File: config.mk
export PLATFORM = sky130hd
export DESIGN_NAME = archive_record_decrypt_parse_core_flat
export DESIGN_NICKNAME = d
export VERILOG_FILES = /design/src/rtl/core/arcdp_pkg.sv /design/src/rtl/core/arcdp_channels.sv /design/src/rtl/core/archive_record_decrypt_parse_core.sv /design/src/rtl/core/arcdp_engine.sv /design/src/flat_wrapper.sv
export SDC_FILE = /design/constraint.sdc
export NUM_CORES = 1
export LEC_CHECK = 0
export BUFFER_PORTS_ARGS = -buffer_cell sky130_fd_sc_hd__buf_2
export CORE_MARGIN = 3
export CORE_UTILIZATION = 45
export CTS_CLUSTER_DIAMETER = 120
export DETAILED_ROUTE_END_ITERATION = 6
export PLACE_DENSITY = 0.66
export SLEW_MARGIN = 20
export SYNTH_ARGS = -nofsm -noshare
export SYNTH_HDL_FRONTEND = slang
export SYNTH_SLANG_ARGS = --single-unit
File: constraint.sdc
create_clock -name clk -period 6.9 [get_ports clk]
set_input_delay 1.38 -clock clk [delete_from_list [all_inputs] [get_ports clk]]
set_output_delay 1.38 -clock clk [all_outputs]
set_load 0.02 [all_outputs]
File: src/rtl/core/arcdp_pkg.sv
// Package for the archive record decrypt/parse core.
// Holds payload structs, operation and status codes, cipher key and record constants.
// No dependencies.
package arcdp_pkg;

	localparam logic [1:0] OP_ARCHIVE_HDR = 2'd0;
	localparam logic [1:0] OP_ENTRY_HDR   = 2'd1;
	localparam logic [1:0] OP_ENTRY_DATA  = 2'd2;
	localparam logic [1:0] OP_UNUSED      = 2'd3;

	localparam logic [1:0] ST_OK          = 2'd0;
	localparam logic [1:0] ST_NOT_ARCHIVE = 2'd1;
	localparam logic [1:0] ST_CORRUPT     = 2'd2;
	localparam logic [1:0] ST_BAD_FLAGS   = 2'd3;

	localparam logic [7:0]  CHAIN_BIAS = 8'h32;
	localparam logic [31:0] MAX_FILES  = 32'h0010_0000;
	localparam logic [4:0]  RECORD_LEN = 5'd28;
	localparam logic [4:0]  LAST_POS   = RECORD_LEN - 5'd1;
	localparam logic [4:0]  TAIL_POS   = 5'd8;
	localparam logic [4:0]  WORDS_END  = 5'd12;

	typedef struct packed {
		logic [1:0] op;
		logic [7:0] data_in;
		logic       first;
	} in_item_t;

	typedef struct packed {
		logic [7:0]  plain_byte;
		logic        record_done;
		logic [1:0]  status;
		logic [30:0] count_or_offset;
		logic [30:0] entry_length;
		logic        encrypted;
	} out_item_t;

	function automatic logic [7:0] key_byte(input logic [2:0] idx);
		logic [7:0] k;
		case (idx)
			3'd0: k = 8'h64;
			3'd1: k = 8'h69;
			3'd2: k = 8'h68;
			3'd3: k = 8'h6A;
			3'd4: k = 8'h79;
			3'd5: k = 8'h7E;
			3'd6: k = 8'h74;
			default: k = 8'h65;
		endcase
		return k;
	endfunction

endpackage

File: src/rtl/core/arcdp_channels.sv
// Stream channel interfaces for the archive record decrypt/parse core.
// Depends on arcdp_pkg for the payload structs.
interface arcdp_in_if;
	logic                valid;
	logic                ready;
	arcdp_pkg::in_item_t item;

	modport source (output valid, output item, input ready);
	modport sink (input valid, input item, output ready);
endinterface

interface arcdp_out_if;
	logic                 valid;
	logic                 ready;
	arcdp_pkg::out_item_t item;

	modport source (output valid, output item, input ready);
	modport sink (input valid, input item, output ready);
endinterface

File: src/rtl/core/archive_record_decrypt_parse_core.sv
// Archive record decrypt/parse core: top level.
// Uses arcdp_pkg, arcdp_in_if, arcdp_out_if and arcdp_engine.
//
// Channels: raw carries one archive byte per transaction (op, data_in, first);
// result carries one transaction per input byte (plain_byte, record_done,
// status, count_or_offset, entry_length, encrypted). Both use valid/ready;
// a transaction moves when valid and ready are high at a rising edge of clk.
// Header bytes are deciphered and gathered into three little-endian words;
// the 28th byte of a header record reports the record check.
// Each byte accepted on raw is held in the input register (item_s1); its result is then
// registered in result_q and shows on result from there.
// Throughput: one byte per cycle while result is not held, bounded by the
// per-byte state update of position and chain in the engine.
// Reset (arst_n low): position, chain, header words and the encrypted flag
// clear; both pipeline slots empty.
// Stall: while result is held, the result register keeps its transaction and
// the input register still takes one more byte; raw.ready then drops until
// result moves.
module archive_record_decrypt_parse_core (
	input logic         clk,
	input logic         arst_n,
	arcdp_in_if.sink    raw,
	arcdp_out_if.source result
);
	import arcdp_pkg::*;

	logic      valid_s1;
	in_item_t  item_s1;
	logic      result_valid_q;
	out_item_t result_q;
	out_item_t engine_result;
	logic      advance;
	logic      load;

	assign advance   = !result_valid_q || result.ready;
	assign load      = valid_s1 && advance;
	assign raw.ready = !valid_s1 || advance;

	arcdp_engine u_engine (
		.clk    (clk),
		.arst_n (arst_n),
		.load   (load),
		.item   (item_s1),
		.result (engine_result)
	);

	always_ff @(posedge clk or negedge arst_n) begin
		if (!arst_n) begin
			valid_s1       <= 1'b0;
			result_valid_q <= 1'b0;
		end else begin
			if (raw.ready) begin
				valid_s1 <= raw.valid;
			end
			if (advance) begin
				result_valid_q <= valid_s1;
			end
		end
	end

	always_ff @(posedge clk) begin
		if (raw.valid && raw.ready) begin
			item_s1 <= raw.item;
		end
		if (load) begin
			result_q <= engine_result;
		end
	end

	assign result.valid = result_valid_q;
	assign result.item  = result_q;

endmodule

File: src/rtl/core/arcdp_engine.sv
// Decipher and header parse engine: holds position, chain, header words and flags.
// Computes one result per loaded transaction. Depends on arcdp_pkg.
module arcdp_engine (
	input  logic                 clk,
	input  logic                 arst_n,
	input  logic                 load,
	input  arcdp_pkg::in_item_t  item,
	output arcdp_pkg::out_item_t result
);
	import arcdp_pkg::*;

	logic [4:0]  pos_q;
	logic [7:0]  chain_q;
	logic [31:0] word0_q;
	logic [31:0] word1_q;
	logic [31:0] word2_q;
	logic        tail_q;
	logic        enc_q;

	logic        restart;
	logic [4:0]  pos_eff;
	logic [7:0]  chain_eff;
	logic        is_hdr;
	logic        is_data;
	logic [4:0]  p;
	logic        do_cipher;
	logic [7:0]  plain;
	logic        nz;
	logic        tail_new;
	logic        last;
	logic [31:0] word0_n;
	logic [31:0] word1_n;
	logic [31:0] word2_n;
	logic [4:0]  pos_n;
	logic [7:0]  chain_n;
	logic        enc_n;

	always_comb begin
		restart   = (item.op != OP_UNUSED) && item.first;
		pos_eff   = restart ? 5'd0 : pos_q;
		chain_eff = restart ? 8'd0 : chain_q;
		is_hdr    = (item.op == OP_ARCHIVE_HDR) || (item.op == OP_ENTRY_HDR);
		is_data   = (item.op == OP_ENTRY_DATA);
		p         = (pos_eff >= RECORD_LEN) ? 5'd0 : pos_eff;
		do_cipher = is_hdr || (is_data && enc_q);
		plain     = do_cipher ? (item.data_in - key_byte(p[2:0]) - chain_eff) : item.data_in;
		nz        = (plain != 8'd0);
		if (p == TAIL_POS) begin
			tail_new = nz;
		end else if (p > TAIL_POS) begin
			tail_new = tail_q | nz;
		end else begin
			tail_new = tail_q;
		end
		last = is_hdr && (p == LAST_POS);

		word0_n = word0_q;
		word1_n = word1_q;
		word2_n = word2_q;
		if (is_hdr && (p < WORDS_END)) begin
			case (p[3:2])
				2'd0: word0_n[p[1:0]*8 +: 8] = plain;
				2'd1: word1_n[p[1:0]*8 +: 8] = plain;
				default: word2_n[p[1:0]*8 +: 8] = plain;
			endcase
		end

		result                 = '0;
		result.plain_byte      = plain;
		result.record_done     = last;
		enc_n                  = enc_q;
		if (last) begin
			if (item.op == OP_ARCHIVE_HDR) begin
				if ((word0_q != 32'd0) || tail_new || word1_q[31] || (word1_q > MAX_FILES)) begin
					result.status = ST_NOT_ARCHIVE;
				end else begin
					result.count_or_offset = word1_q[30:0];
				end
			end else begin
				if (word2_q[31] || word1_q[31] || nz) begin
					result.status = ST_CORRUPT;
				end else if (word0_q[31:1] != 31'd0) begin
					result.status = ST_BAD_FLAGS;
				end else begin
					result.status          = ST_OK;
					result.count_or_offset = word1_q[30:0];
					result.entry_length    = word2_q[30:0];
					result.encrypted       = word0_q[0];
					enc_n                  = word0_q[0];
				end
			end
		end

		pos_n   = pos_eff;
		chain_n = do_cipher ? (item.data_in - CHAIN_BIAS) : chain_eff;
		if (is_hdr) begin
			pos_n = last ? 5'd0 : (p + 5'd1);
			if (last) begin
				chain_n = 8'd0;
			end
		end else if (is_data && enc_q) begin
			pos_n = {2'd0, pos_eff[2:0] + 3'd1};
		end
	end

	always_ff @(posedge clk or negedge arst_n) begin
		if (!arst_n) begin
			pos_q   <= '0;
			chain_q <= '0;
			word0_q <= '0;
			word1_q <= '0;
			word2_q <= '0;
			tail_q  <= 1'b0;
			enc_q   <= 1'b0;
		end else if (load) begin
			pos_q   <= pos_n;
			chain_q <= chain_n;
			word0_q <= word0_n;
			word1_q <= word1_n;
			word2_q <= word2_n;
			if (is_hdr) begin
				tail_q <= tail_new;
			end
			enc_q   <= enc_n;
		end
	end

endmodule

File: src/flat_wrapper.sv
// flat-port wrapper written by rule: the top's interface ports become plain ports
module archive_record_decrypt_parse_core_flat import arcdp_pkg::*;
  (clk, arst_n, raw_valid, raw_item, raw_ready, result_valid, result_item, result_ready);
  arcdp_in_if raw_i ();
  arcdp_out_if result_i ();
  input logic clk;
  input logic arst_n;
  input wire logic [$bits(raw_i.valid)-1:0] raw_valid;
  input wire logic [$bits(raw_i.item)-1:0] raw_item;
  output wire logic [$bits(raw_i.ready)-1:0] raw_ready;
  output wire logic [$bits(result_i.valid)-1:0] result_valid;
  output wire logic [$bits(result_i.item)-1:0] result_item;
  input wire logic [$bits(result_i.ready)-1:0] result_ready;
  assign raw_i.valid = raw_valid;
  assign raw_i.item = raw_item;
  assign raw_ready = raw_i.ready;
  assign result_valid = result_i.valid;
  assign result_item = result_i.item;
  assign result_i.ready = result_ready;
  archive_record_decrypt_parse_core u_core (.clk(clk), .arst_n(arst_n), .raw(raw_i), .result(result_i));
endmodule
# Yosys cells after proc, flatten, opt, wreduce, memory -nomap -nowiden
# Index checks and enable logic that the tools add are counted.
[word_totals]
ff_bits = 198
input_bits = 15
output_inout_bits = 76
word_cells = 101
[op_classes]
add_sub_neg = 6
order_cmp = 4
eq_ne = 12
shift = 2
muxes = 23
n_bitwise = 6
reduce_logical = 30
[op_table]
columns = ["operator", "count"]
rows = [
  ["$mux 63", 2],
  ["$bwmux 32", 3],
  ["$mux 8", 5],
  ["$pmux 5 s7", 1],
  ["$neg 5->34", 1],
  ["$shift 8x34->32 const A", 1],
  ["$shiftx 8x34->32", 1],
  ["$mux 33", 1],
  ["$gt 32x21->1 const B", 1],
  ["$reduce_bool 32->1", 1],
  ["$mux 31", 1],
  ["$reduce_bool 31->1", 1],
  ["$mux 5", 5],
  ["$sub 8x8->8", 2],
  ["$eq 3x3->1 const B", 3],
  ["$logic_or 1x1->1", 9],
  ["$reduce_and 3->1", 3],
  ["$reduce_bool 8->1", 1],
  ["$sub 8x6->8 const B", 1],
  ["$eq 3x2->1 const B", 2],
  ["$logic_and 1x1->1", 6],
  ["$add 5x1->5 const B", 1],
  ["$eq 5x4->1 const B", 1],
  ["$eq 5x5->1 const B", 1],
  ["other kinds (19)", 29],
]

# Longest topological paths before layout
# Gate-level depths: netlist of the first run.
[logic_depth]
depth_word = 19
depth_mapped = 26

# Cells and area by module
# From an unflattened synthesis of the first run, not the netlist that was laid out.
[unflattened]
hier_cells = 788
area_unflattened_um2 = 9173.8
[modules_own_cells]
columns = ["mod", "instances", "cells_per_inst", "area_each_um2", "seq_area_each_um2"]
rows = [
  ["arcdp_engine", 1, 695, 6517.5, 2777.7],
  ["archive_record_decrypt_parse_core", 1, 93, 2656.3, 2602.5],
]

# Worst setup path before layout of the first run
# No wires, ideal clock.
[synth_timing]
path_kind = "reg2reg"
startpoint = "register u_core.item_s1[0] (netlist name)"
endpoint = "register u_core.u_engine.enc_q"
setup_time_ps = 125
t_arrival_ps = 4916
slack_ps = 1859
stages_incl_launch_ff = 25
period_less_slack_ps = 5041
cell_sequence = "edfxtp_1 > a21bo_2 > clkbuf_1 > nand2_1 > inv_1 > nand2_1 > ha_1 > clkbuf_1 > clkbuf_1 > nor3_1 > o21ai_0 > a22o_1 > ha_1 > inv_1 > fa_1 > a211oi_2 > o31ai_1 > xor2_1 > mux2i_1 > inv_1 > nor4_4 > and4_1 > buf_4 > nand2_1 > mux2_2"
[synth_rtl]
columns = ["item", "line", "rtl"]
rows = [
  ["from (decl)", "archive_record_decrypt_parse_core.sv:28", "in_item_t item_s1;"],
  ["from (signal assigned)", "archive_record_decrypt_parse_core.sv:63", "item_s1 <= raw.item;"],
  ["to (signal assigned)", "arcdp_engine.sv:124", "enc_q <= enc_n;"],
  ["to (decl)", "arcdp_engine.sv:18", "logic enc_q;"],
]

==> impl_metrics.yaml, run 1 <==
pwr:
  p_per_area_nw_per_um2: 304
  comb_power_share: 0.235
  power_leakage_nw: 4.60
  switchingPower_mw: 0.973
  sw_frac_of_total: 0.314
  seqPwrFrac: 0.458
  intPower_mw: 2.13
  clockPowerShare: 0.308
  peakVddDrop_uv: 169
placed_design:
  port_buffers: 90
  gp_congestion: 0.915
  dp_hpwl_mm: 14.1
synth:
  synth_area_per_cell_sq_um: 12.4
  synth_top_cells_by_area: "dfrtp_1 32%, edfxtp_1 29%, mux2_2 9.6%, and2_1 4.8%, ha_1 3.2%"
  async_reset_ff_frac: 0.571
  synth_top_area_share: 0.317
  ys.flop_type: "dfrtp_1"
  syn_nets: 764
  ys_types: 58
  syn_inst: 721
  syn_area_sq_um: 8920
  synth_top_area_cell: "dfrtp_1"
  synth_edf_count: 85
  seq_area_frac_synth: 0.603
  ys_ff_latch: 198
  ys_warn_count: 0
sta:
  fin_crit_sh: 0.890
  holdWs_ns: 0.479
  finClkSkew_ns: 0.0131
  worst_pin_slew_ns: 0.915
  slew_headroom: 0.390
  fin_tns_setup_ns: 0
  finalSetupViolCount: 0
  maxSlewViolCount: 0
  fmax_ghz: 0.163
  hold_violations: 0
  layout_min_cycle_time_ns: 6.14
  rsz0062_at_grt: "false"
critical_path:
  cpMostUsedCell: "inv_1"
  endpoint_kind: "register"
  r2r-start: "u_core.item_s1[10]$_DFFE_PP_"
  max_stage_delay_ns: 0.64
  cp-start-kind: "register"
  rrSetupSlack_ns: 0.76
  r2r_cells: 21
  crit_required_ns: 7.19
  reg2reg_to: "u_core.result.item[50]$_SDFFCE_PN0P_"
  cp_slowest_cell: "edfxtp_1"
  critical_path_class: "register to register"
  endpoint: "u_core.result.item[50]$_SDFFCE_PN0P_"
  worstPathCellList: "a21bo_2, nand2_1, inv_1, nand2_1, inv_1, ha_1, nor3_1, o21ai_0, a22o_1, ha_1, inv_1, fa_1, a211oi_2, o31ai_1, xor2_1, mux2i_1, inv_1, nor4_4, and4_1, o21bai_4, and2_1"
  path_max_fanout: 31
  cp.arrival_ns: 6.44
  critPathLaunch: "u_core.item_s1[10]$_DFFE_PP_"
die:
  die_h_um: 147
  row_count: 50
  num_io_pins: 91
  start_util: 0.468
  core_area_sq_um: 19100
  die_area_sq_um: 21600
  die_w_um: 147
detailed_routing:
  vias: 5875
  viasPerCell: 5.40
  wire_per_inst_um: 17.6
  drc: 0
  ant_nets: 0
  wirelength_mm: 19.2
  drt-pass1-iter-count: 5
  drt-initial-drc-count: 419
final_layout:
  final_nets: 857
  flow.area_growth_from_synthesis_pct: 14.3
  drive_gt1_frac: 0.264
  n_antenna_cell: 0
global_route:
  antenna_found_initial: 0
  track_usage: 0.183
  grt_pass1_vias: 5870
  grt_max_degree: 77
  grt_overflow: 0
  grt_pass1_wl_mm: 31.1
min_path:
  hold_path.class: "register to register"
  whs_path_depth: 2
clocking:
  h-tree-depth: 4
  cts_buffer_depth: 2
  cts_root_buf: "clkbuf_16"
  clock_latency_ns: 0.43
  cts.sinks: 198
  post_cts_resized: 0
  tritoncts: "done"
  postCtsSetupRepairBufs: 0
  cts_buffers: 17
  path_clk_slew_ns: 0.07
  hold_buffers: 0
outcome:
  status: "complete, no violations"
job:
  max_cap_viol_count: 0
==> sequential cells by signal, indices dropped and copies added, names as in the netlist <==
name and count:
u_core.result.valid 1, u_core.valid_s1 1, u_core.u_engine.word1_q 32, u_core.u_engine.chain_q 8
u_core.u_engine.pos_q 5, u_core.item_s1 11, u_core.u_engine.tail_q 1, u_core.u_engine.word2_q 32
u_core.result.item 74, u_core.u_engine.word0_q 32, u_core.u_engine.enc_q 1
==> cell families after synthesis <==
family                     after synthesis  synth area share
muxes                                   77            0.0971
DFF                                    198             0.603
xor gates and xnor gates                10           0.00982
adders and majority gates               28            0.0435
AOI/OAI and AO/OA                       89            0.0634
and+or+nand+nor                        264             0.156
buffers and inverters                   55            0.0272
==> synth_stat cells (all sizes together) (4+ instances only) <==
cell / n
or4: 5
nand3: 17
fa: 5
mux2: 76
nand2: 72
dfrtp: 113
nor3: 27
nand2b: 7
o21ai: 45
and2: 68
ha: 23
inv: 33
edfxtp: 85
clkbuf: 15
nor2: 28
nand4: 4
xnor2: 8
buf: 7
a21oi: 17
or2: 4
nor4: 17
or3: 5
==> per-stage QoR <==
stage | instances | power [mW] | util | cell area (sq um) | worst slack, ns
after floorplan | 721 | 1.92 | - | 8920 | 1.86
after CTS | 1087 | 3.13 | 0.535 | 10200 | 0.781
after detailed placement | 1055 | 2.17 | 0.504 | 9630 | 0.824
after global routing | 1087 | 3.26 | 0.535 | 10200 | 0.292
final | 1087 | 3.10 | 0.535 | 10200 | 0.756
after global placement | 1055 | 2.15 | 0.504 | 9630 | 1.19
==> critical path: cells and delay by family (launching register included) <==
kind            cells  cell delay [ns]
compound gates      6             1.56
xor+xnor            1             0.16
fa+ha+maj           3             1.07
buf+inv             4             0.54
flops               1             0.64
mux                 1             0.39
simple gates        6             1.62
==> area by class of cell <==
cell class              count  area [sq um]
inverters                  33           124
flip-flops and latches    198          5380
clock buffers              24           513
clock inverters             8          62.6
repair buffers             96           498
fillers                  1627          8880
well taps                 260           325
multi-input cells         468          3300
==> metal layers <==
layer  GRT usage  vias to the layer above  share of wire
met2       0.301                      176           0.50
met4      0.0771                        0          0.028
li1            -                     2746              -
met1       0.238                     2921           0.43
met5           0                        -              0
met3      0.0376                       32          0.049
==> worst min-delay path by stage <==
| stage | from | end | slack, ns |
|---|---|---|---|
| after floorplan | u_core.u_engine.chain_q[0]$_DFFE_PN0P_ | u_core.u_engine.chain_q[0]$_DFFE_PN0P_ | 0.44 |
| after global placement | u_core.u_engine.word0_q[25]$_DFFE_PN0P_ | u_core.u_engine.word0_q[25]$_DFFE_PN0P_ | 0.46 |
| after detailed placement | u_core.u_engine.word2_q[23]$_DFFE_PN0P_ | u_core.u_engine.word2_q[23]$_DFFE_PN0P_ | 0.47 |
| after CTS | u_core.u_engine.word2_q[23]$_DFFE_PN0P_ | u_core.u_engine.word2_q[23]$_DFFE_PN0P_ | 0.49 |
| after global routing | u_core.u_engine.word2_q[23]$_DFFE_PN0P_ | u_core.u_engine.word2_q[23]$_DFFE_PN0P_ | 0.51 |
| final | u_core.u_engine.word2_q[23]$_DFFE_PN0P_ | u_core.u_engine.word2_q[23]$_DFFE_PN0P_ | 0.48 |
==> cell usage in the layout, fill, tap and decap left out, drive strengths merged, types with 23 or more instances in the layout <==
cell type / n
inv: 36
mux2: 76
clkbuf: 24
ha: 23
buf: 96
o21ai: 45
nor2: 28
edfxtp: 85
nand2: 72
and2: 68
dfrtp: 113
nor3: 27
==> power groups by stage <==
stage,clock network (mW),registers [mW],logic (mW)
finish,0.955,1.42,0.728
global route,1.02,1.43,0.804
CTS,0.976,1.42,0.731
detailed placement,0,1.44,0.728
global placement,0,1.44,0.708
floorplan,0,1.46,0.457
(Power assumes the default switching activity.)
==> inputs of run 2 (changes only) <==
- clock period: 6.9 -> 5.8 ns (I/O delays scaled with it)
==> run 2 against run 1 <==
Worst setup slack worse by 0.37 ns. Maximum frequency is 13% higher. Routed wire length is 3.4% higher. Critical endpoint is now u_core.u_engine.enc_q$_DFFE_PN0P_. Largest cell class unchanged. Largest power group unchanged.
==> impl_metrics.yaml, run 2 (synthesis gave the netlist of run 1 again) <==
global_route:
  busiest_layer: "met2"
  track_usage: 0.189
  antenna_found_initial: 0
  use_met2: 0.328
  grt_pass1_wl_mm: 32.0
  grt_overflow: 0
  grt_pass1_vias: 5974
  use_met1: 0.240
  use_met3: 0.0352
  grt_max_degree: 72
clocking:
  path_clk_slew_ns: 0.07
  cts_buffer_depth: 2
  cts_root_buf: "clkbuf_16"
  tritoncts: "done"
  hold_buffers: 0
  cts.sinks: 198
  cts_buffers: 17
  post_cts_resized: 0
  postCtsSetupRepairBufs: 0
  clock_latency_ns: 0.43
  h-tree-depth: 4
die:
  die_h_um: 147
  start_util: 0.468
  die_w_um: 147
  row_count: 50
  core_area_sq_um: 19100
  die_area_sq_um: 21600
  num_io_pins: 91
final_layout:
  final_util: 0.538
  largest_reg_flops: 74
  flow.area_growth_from_synthesis_pct: 15.0
  final_nets: 863
  drive_gt1_frac: 0.269
  mostFrequentLayoutCell: "dfrtp_1"
  most-common-layout-cells: "113 x dfrtp_1, 89 x buf_2, 85 x edfxtp_1"
  n_antenna_cell: 0
critical_path:
  path_max_fanout: 33
  r2r-start: "u_core.item_s1[9]$_DFFE_PP_"
  cp.arrival_ns: 5.73
  crit_family: "simple AND/OR/NAND/NOR gates"
  endpoint_kind: "register"
  cpMostUsedCell: "inv_1"
  rrSetupSlack_ns: 0.39
  cp.buffers_inverters: 5
  crit_required_ns: 6.12
  worstPathCellList: "a21bo_2, nand2_1, inv_1, nand2_1, inv_1, ha_1, nor3_1, o21ai_0, a22o_1, ha_1, inv_1, fa_1, a211oi_2, o31ai_1, xor2_1, mux2i_1, inv_1, nor4_4, and4_1, buf_12, nand2_1, mux2_2"
  max_stage_delay_ns: 0.52
  cp-start-kind: "register"
  cp_slowest_cell: "edfxtp_1"
  r2r_cells: 22
  critical_path_class: "register to register"
  reg2reg_to: "u_core.u_engine.enc_q$_DFFE_PN0P_"
min_path:
  whs_path_depth: 2
  hold-path-endpoint: "u_core.u_engine.chain_q[0]$_DFFE_PN0P_"
  hold_path.class: "register to register"
  worstHoldStart: "u_core.u_engine.chain_q[0]$_DFFE_PN0P_"
pwr:
  p_per_area_nw_per_um2: 363
  clockPowerShare: 0.307
  intPower_mw: 2.54
  comb_power_share: 0.241
  peakVddDrop_uv: 226
  switchingPower_mw: 1.19
  seqPwrFrac: 0.452
  sw_frac_of_total: 0.319
  power_leakage_nw: 4.61
sta:
  layout_min_cycle_time_ns: 5.41
  maxSlewViolCount: 0
  hold_violations: 0
  finClkSkew_ns: 0.00937
  rsz0062_at_grt: "false"
  fmax_ghz: 0.185
  finalSetupViolCount: 0
  worst_pin_slew_ns: 0.936
  fin_tns_setup_ns: 0
  slew_headroom: 0.376
  fin_crit_sh: 0.933
placed_design:
  dp_hpwl_mm: 14.7
  port_buffers: 90
  gp_congestion: 0.865
detailed_routing:
  ant_nets: 0
  wire_per_inst_um: 18.1
  drt-initial-drc-count: 401
  wirelength_mm: 19.8
  drt-pass1-iter-count: 5
  drc: 0
  vias: 5789
  viasPerCell: 5.30
outcome:
  status: "complete, no violations"
job:
  max_cap_viol_count: 0
## run 2: cell count changes in the layout (fill, tap and decap cells not counted), sizes merged
cell and change:
clkinv -4, bufinv +1, clkbuf -3, clkinvlp +4
buf +6, inv +2
## run 2: layout make-up
class / count / area (sq um)
Clock buffer: 21 / 450
Clock inverter: 11 / 119
Fill cell: 1631 / 8820
Inverter: 33 / 124
Multi-Input combinational cell: 468 / 3300
Sequential cell: 198 / 5380
Tap cell: 260 / 325
Timing Repair Buffer: 102 / 559
## run 2: power groups by stage
stage	clock network, mW	logic (mW)	registers, mW
after global routing	1.23	0.987	1.70
after detailed placement	0	0.898	1.71
after global placement	0	0.881	1.71
after CTS	1.17	0.902	1.69
after floorplan	0	0.544	1.74
final	1.14	0.897	1.68
## run 2: how the worst max path moves through the flow
stage | startpoint | depth (start not counted) | end | slack [ns]
floorplan | u_core.item_s1[0]$_DFFE_PP_ | 24 | u_core.u_engine.enc_q$_DFFE_PN0P_ | 0.76
global placement | u_core.item_s1[9]$_DFFE_PP_ | 22 | u_core.result.item[36]$_SDFFCE_PN0P_ | 0.59
detailed placement | u_core.item_s1[9]$_DFFE_PP_ | 22 | u_core.result.item[42]$_SDFFCE_PN0P_ | 0.40
CTS | u_core.item_s1[9]$_DFFE_PP_ | 22 | u_core.result.item[32]$_SDFFCE_PN0P_ | 0.36
global route | u_core.item_s1[9]$_DFFE_PP_ | 22 | u_core.u_engine.enc_q$_DFFE_PN0P_ | 0.01
finish | u_core.item_s1[9]$_DFFE_PP_ | 22 | u_core.u_engine.enc_q$_DFFE_PN0P_ | 0.39
## run 2: worst register-to-register path, delay by kind of cell, from the launching register on
kind,cells,cell delay [ns]
mux,2,0.54
buf+inv,5,0.60
fa+ha+maj,3,1.01
xor+xnor,1,0.15
simple gates,6,1.27
flops,1,0.52
compound gates,5,1.19
## run 2: through the flow
step | power (mW) | instance area [sq um] | setup slack, ns | hold WS (ns) | instances
6_report | 3.73 | 10300 | 0.386 | 0.474 | 1093
5_1_grt | 3.92 | 10300 | 0.0124 | 0.499 | 1093
4_1_cts | 3.75 | 10300 | 0.356 | 0.480 | 1093
3_5_place_dp | 2.61 | 9680 | 0.396 | 0.463 | 1061
3_3_place_gp | 2.59 | 9680 | 0.591 | 0.454 | 1061
2_1_floorplan | 2.29 | 8920 | 0.759 | 0.442 | 721
## run 2: metal layers
metal | share of wire | wire, um
met5 | 0 | 0
met3 | 0.037 | 740
met4 | 0.018 | 350
met2 | 0.51 | 10100
met1 | 0.43 | 8580
==> inputs of run 3 (changes only) <==
- CORE_UTILIZATION: 45 -> 50
- PLACE_DENSITY: 0.66 -> 0.71
==> run 3 against run 2 <==
Combinational power shrank 0.6%. Register-to-register slack lost 0.03 ns. Sequential power is essentially flat. First-iteration DRC count shrank 11%. Critical endpoint is now u_core.result.item[34]$_SDFFCE_PN0P_.
==> impl_metrics.yaml, run 3 (synthesis gave the netlist of run 1 again) <==
critical_path:
  path_max_fanout: 21
  endpoint_kind: "register"
  crit_required_ns: 5.99
  cp_slowest_cell: "edfxtp_1"
  cp.buffers_inverters: 3
  worstPathCellList: "a21bo_2, nand2_1, inv_1, nand2_1, inv_1, ha_1, nor3_1, nor2_1, o22ai_1, fa_1, ha_1, o211ai_1, a21o_1, nand2_1, o2111a_1, o32a_1, a21oi_1, o21bai_4, buf_4, and2_1"
  crit_family: "compound AO/OA/AOI/OAI gates"
  critical_path_class: "register to register"
  cp.arrival_ns: 5.64
  cpMostUsedCell: "nand2_1"
  max_stage_delay_ns: 0.52
  cp-start-kind: "register"
final_layout:
  drive_gt1_frac: 0.272
  mostFrequentLayoutCell: "dfrtp_1"
  flow.area_growth_from_synthesis_pct: 14.7
  largest_reg_flops: 74
  fill_cells: 1411
  n_antenna_cell: 0
  most-common-layout-cells: "113 x dfrtp_1, 89 x buf_2, 85 x edfxtp_1"
  multi_input_area_sq_um: 3300
  regArea_sq_um: 5380
  final_nets: 864
  finalInstanceArea_sq_um: 10200
sta:
  rsz0062_at_grt: "false"
  hold_violations: 0
  fmax_ghz: 0.184
  worst_pin_slew_ns: 0.858
  finClkSkew_ns: 0.00920
  layout_min_cycle_time_ns: 5.45
  finalSetupViolCount: 0
  slew_headroom: 0.427
  maxSlewViolCount: 0
  holdWs_ns: 0.479
  fin_crit_sh: 0.939
  fin_tns_setup_ns: 0
global_route:
  grt_pass1_wl_mm: 31.5
  track_usage: 0.206
  grt_pass1_vias: 5918
  grt_overflow: 0
  antenna_found_initial: 0
  grt_max_degree: 62
die:
  die_h_um: 140
  start_util: 0.514
  row_count: 48
  num_io_pins: 91
  die_area_sq_um: 19500
  die_w_um: 140
  core_area_sq_um: 17400
pwr:
  p_per_area_nw_per_um2: 369
  total_power_mw: 3.78
  peakVddDrop_uv: 237
  power_leakage_nw: 4.64
clocking:
  post_cts_resized: 0
  hold_buffers: 0
  clock_latency_ns: 0.44
  cts.sinks: 198
  path_clk_slew_ns: 0.07
  cts_root_buf: "clkbuf_16"
  tritoncts: "done"
  h-tree-depth: 4
  postCtsSetupRepairBufs: 0
  cts_buffers: 17
  cts_buffer_depth: 2
outcome:
  status: "complete, no violations"
detailed_routing:
  drt-pass1-iter-count: 5
  drt-initial-drc-count: 355
  drc: 0
  wire_per_inst_um: 18.7
  wirelength_mm: 19.8
  vias: 5862
  viasPerCell: 5.54
  ant_nets: 0
job:
  max_cap_viol_count: 0
placed_design:
  port_buffers: 90
  dp_hpwl_mm: 14.3
  gp_congestion: 0.962
  post_dp_cell_area_sq_um: 9630
min_path:
  hold_path.class: "register to register"
## run 3: changes by cell type in the layout (fill, tap and decap cells not counted)
cell	previous run	this run
buf_12	1	0
clkinv_2	0	1
inv_6	2	3
bufinv_16	1	2
clkbuf_1	3	1
clkinv_4	0	2
clkinvlp_4	5	2
buf_6	1	0
buf_4	11	14
## run 3: layer usage
metal	part of all wire	wire (um)	track usage
met1	0.43	8510	0.276
met2	0.50	9820	0.343
met3	0.052	1020	0.0392
met4	0.022	439	0.0673
met5	0	0	0
## run 3: report_power, final
group          internal [mW]  total (mW)  switching [mW]
registers               1.61        1.69          0.0832
logic                  0.314       0.892           0.578
clock network          0.660        1.20           0.539
total                   2.58        3.78            1.20
## run 3: final timing paths
check	start	to	slack [ns]	cells after the start
min reg2reg	u_core.u_engine.word2_q[7]$_DFFE_PN0P_	u_core.u_engine.word2_q[7]$_DFFE_PN0P_	0.48	2
max reg2reg	u_core.item_s1[9]$_DFFE_PP_	u_core.result.item[34]$_SDFFCE_PN0P_	0.35	20
max	u_core.item_s1[9]$_DFFE_PP_	u_core.result.item[34]$_SDFFCE_PN0P_	0.35	20
min	u_core.u_engine.word2_q[7]$_DFFE_PN0P_	u_core.u_engine.word2_q[7]$_DFFE_PN0P_	0.48	2
min in group asynchronous	arst_n	u_core.u_engine.chain_q[2]$_DFFE_PN0P_	0.74	1
max in group asynchronous	arst_n	u_core.u_engine.word2_q[1]$_DFFE_PN0P_	3.79	2
## run 3: per-stage QoR
| stage | instances | setup WS [ns] | util |
|---|---|---|---|
| after floorplan | 721 | 0.759 | - |
| after global placement | 1027 | 0.665 | 0.555 |
| after detailed placement | 1027 | 0.471 | 0.555 |
| after CTS | 1059 | 0.393 | 0.590 |
| after global routing | 1059 | 0.0364 | 0.590 |
| final | 1059 | 0.355 | 0.590 |
## run 3: layout make-up
type,instances,area share
sequential,198,0.526
multi-input combinational,468,0.322
timing repair buffer,103,0.0538
clock buffer,19,0.0433
tap,225,0.0275
clock inverter,13,0.0154
inverter,33,0.0121
## run 3: tightest hold or removal path, cell delays in order, from the launching register on
cell     delay [ns]
dfrtp_1        0.34
nand2_1        0.05
o21ai_0        0.06
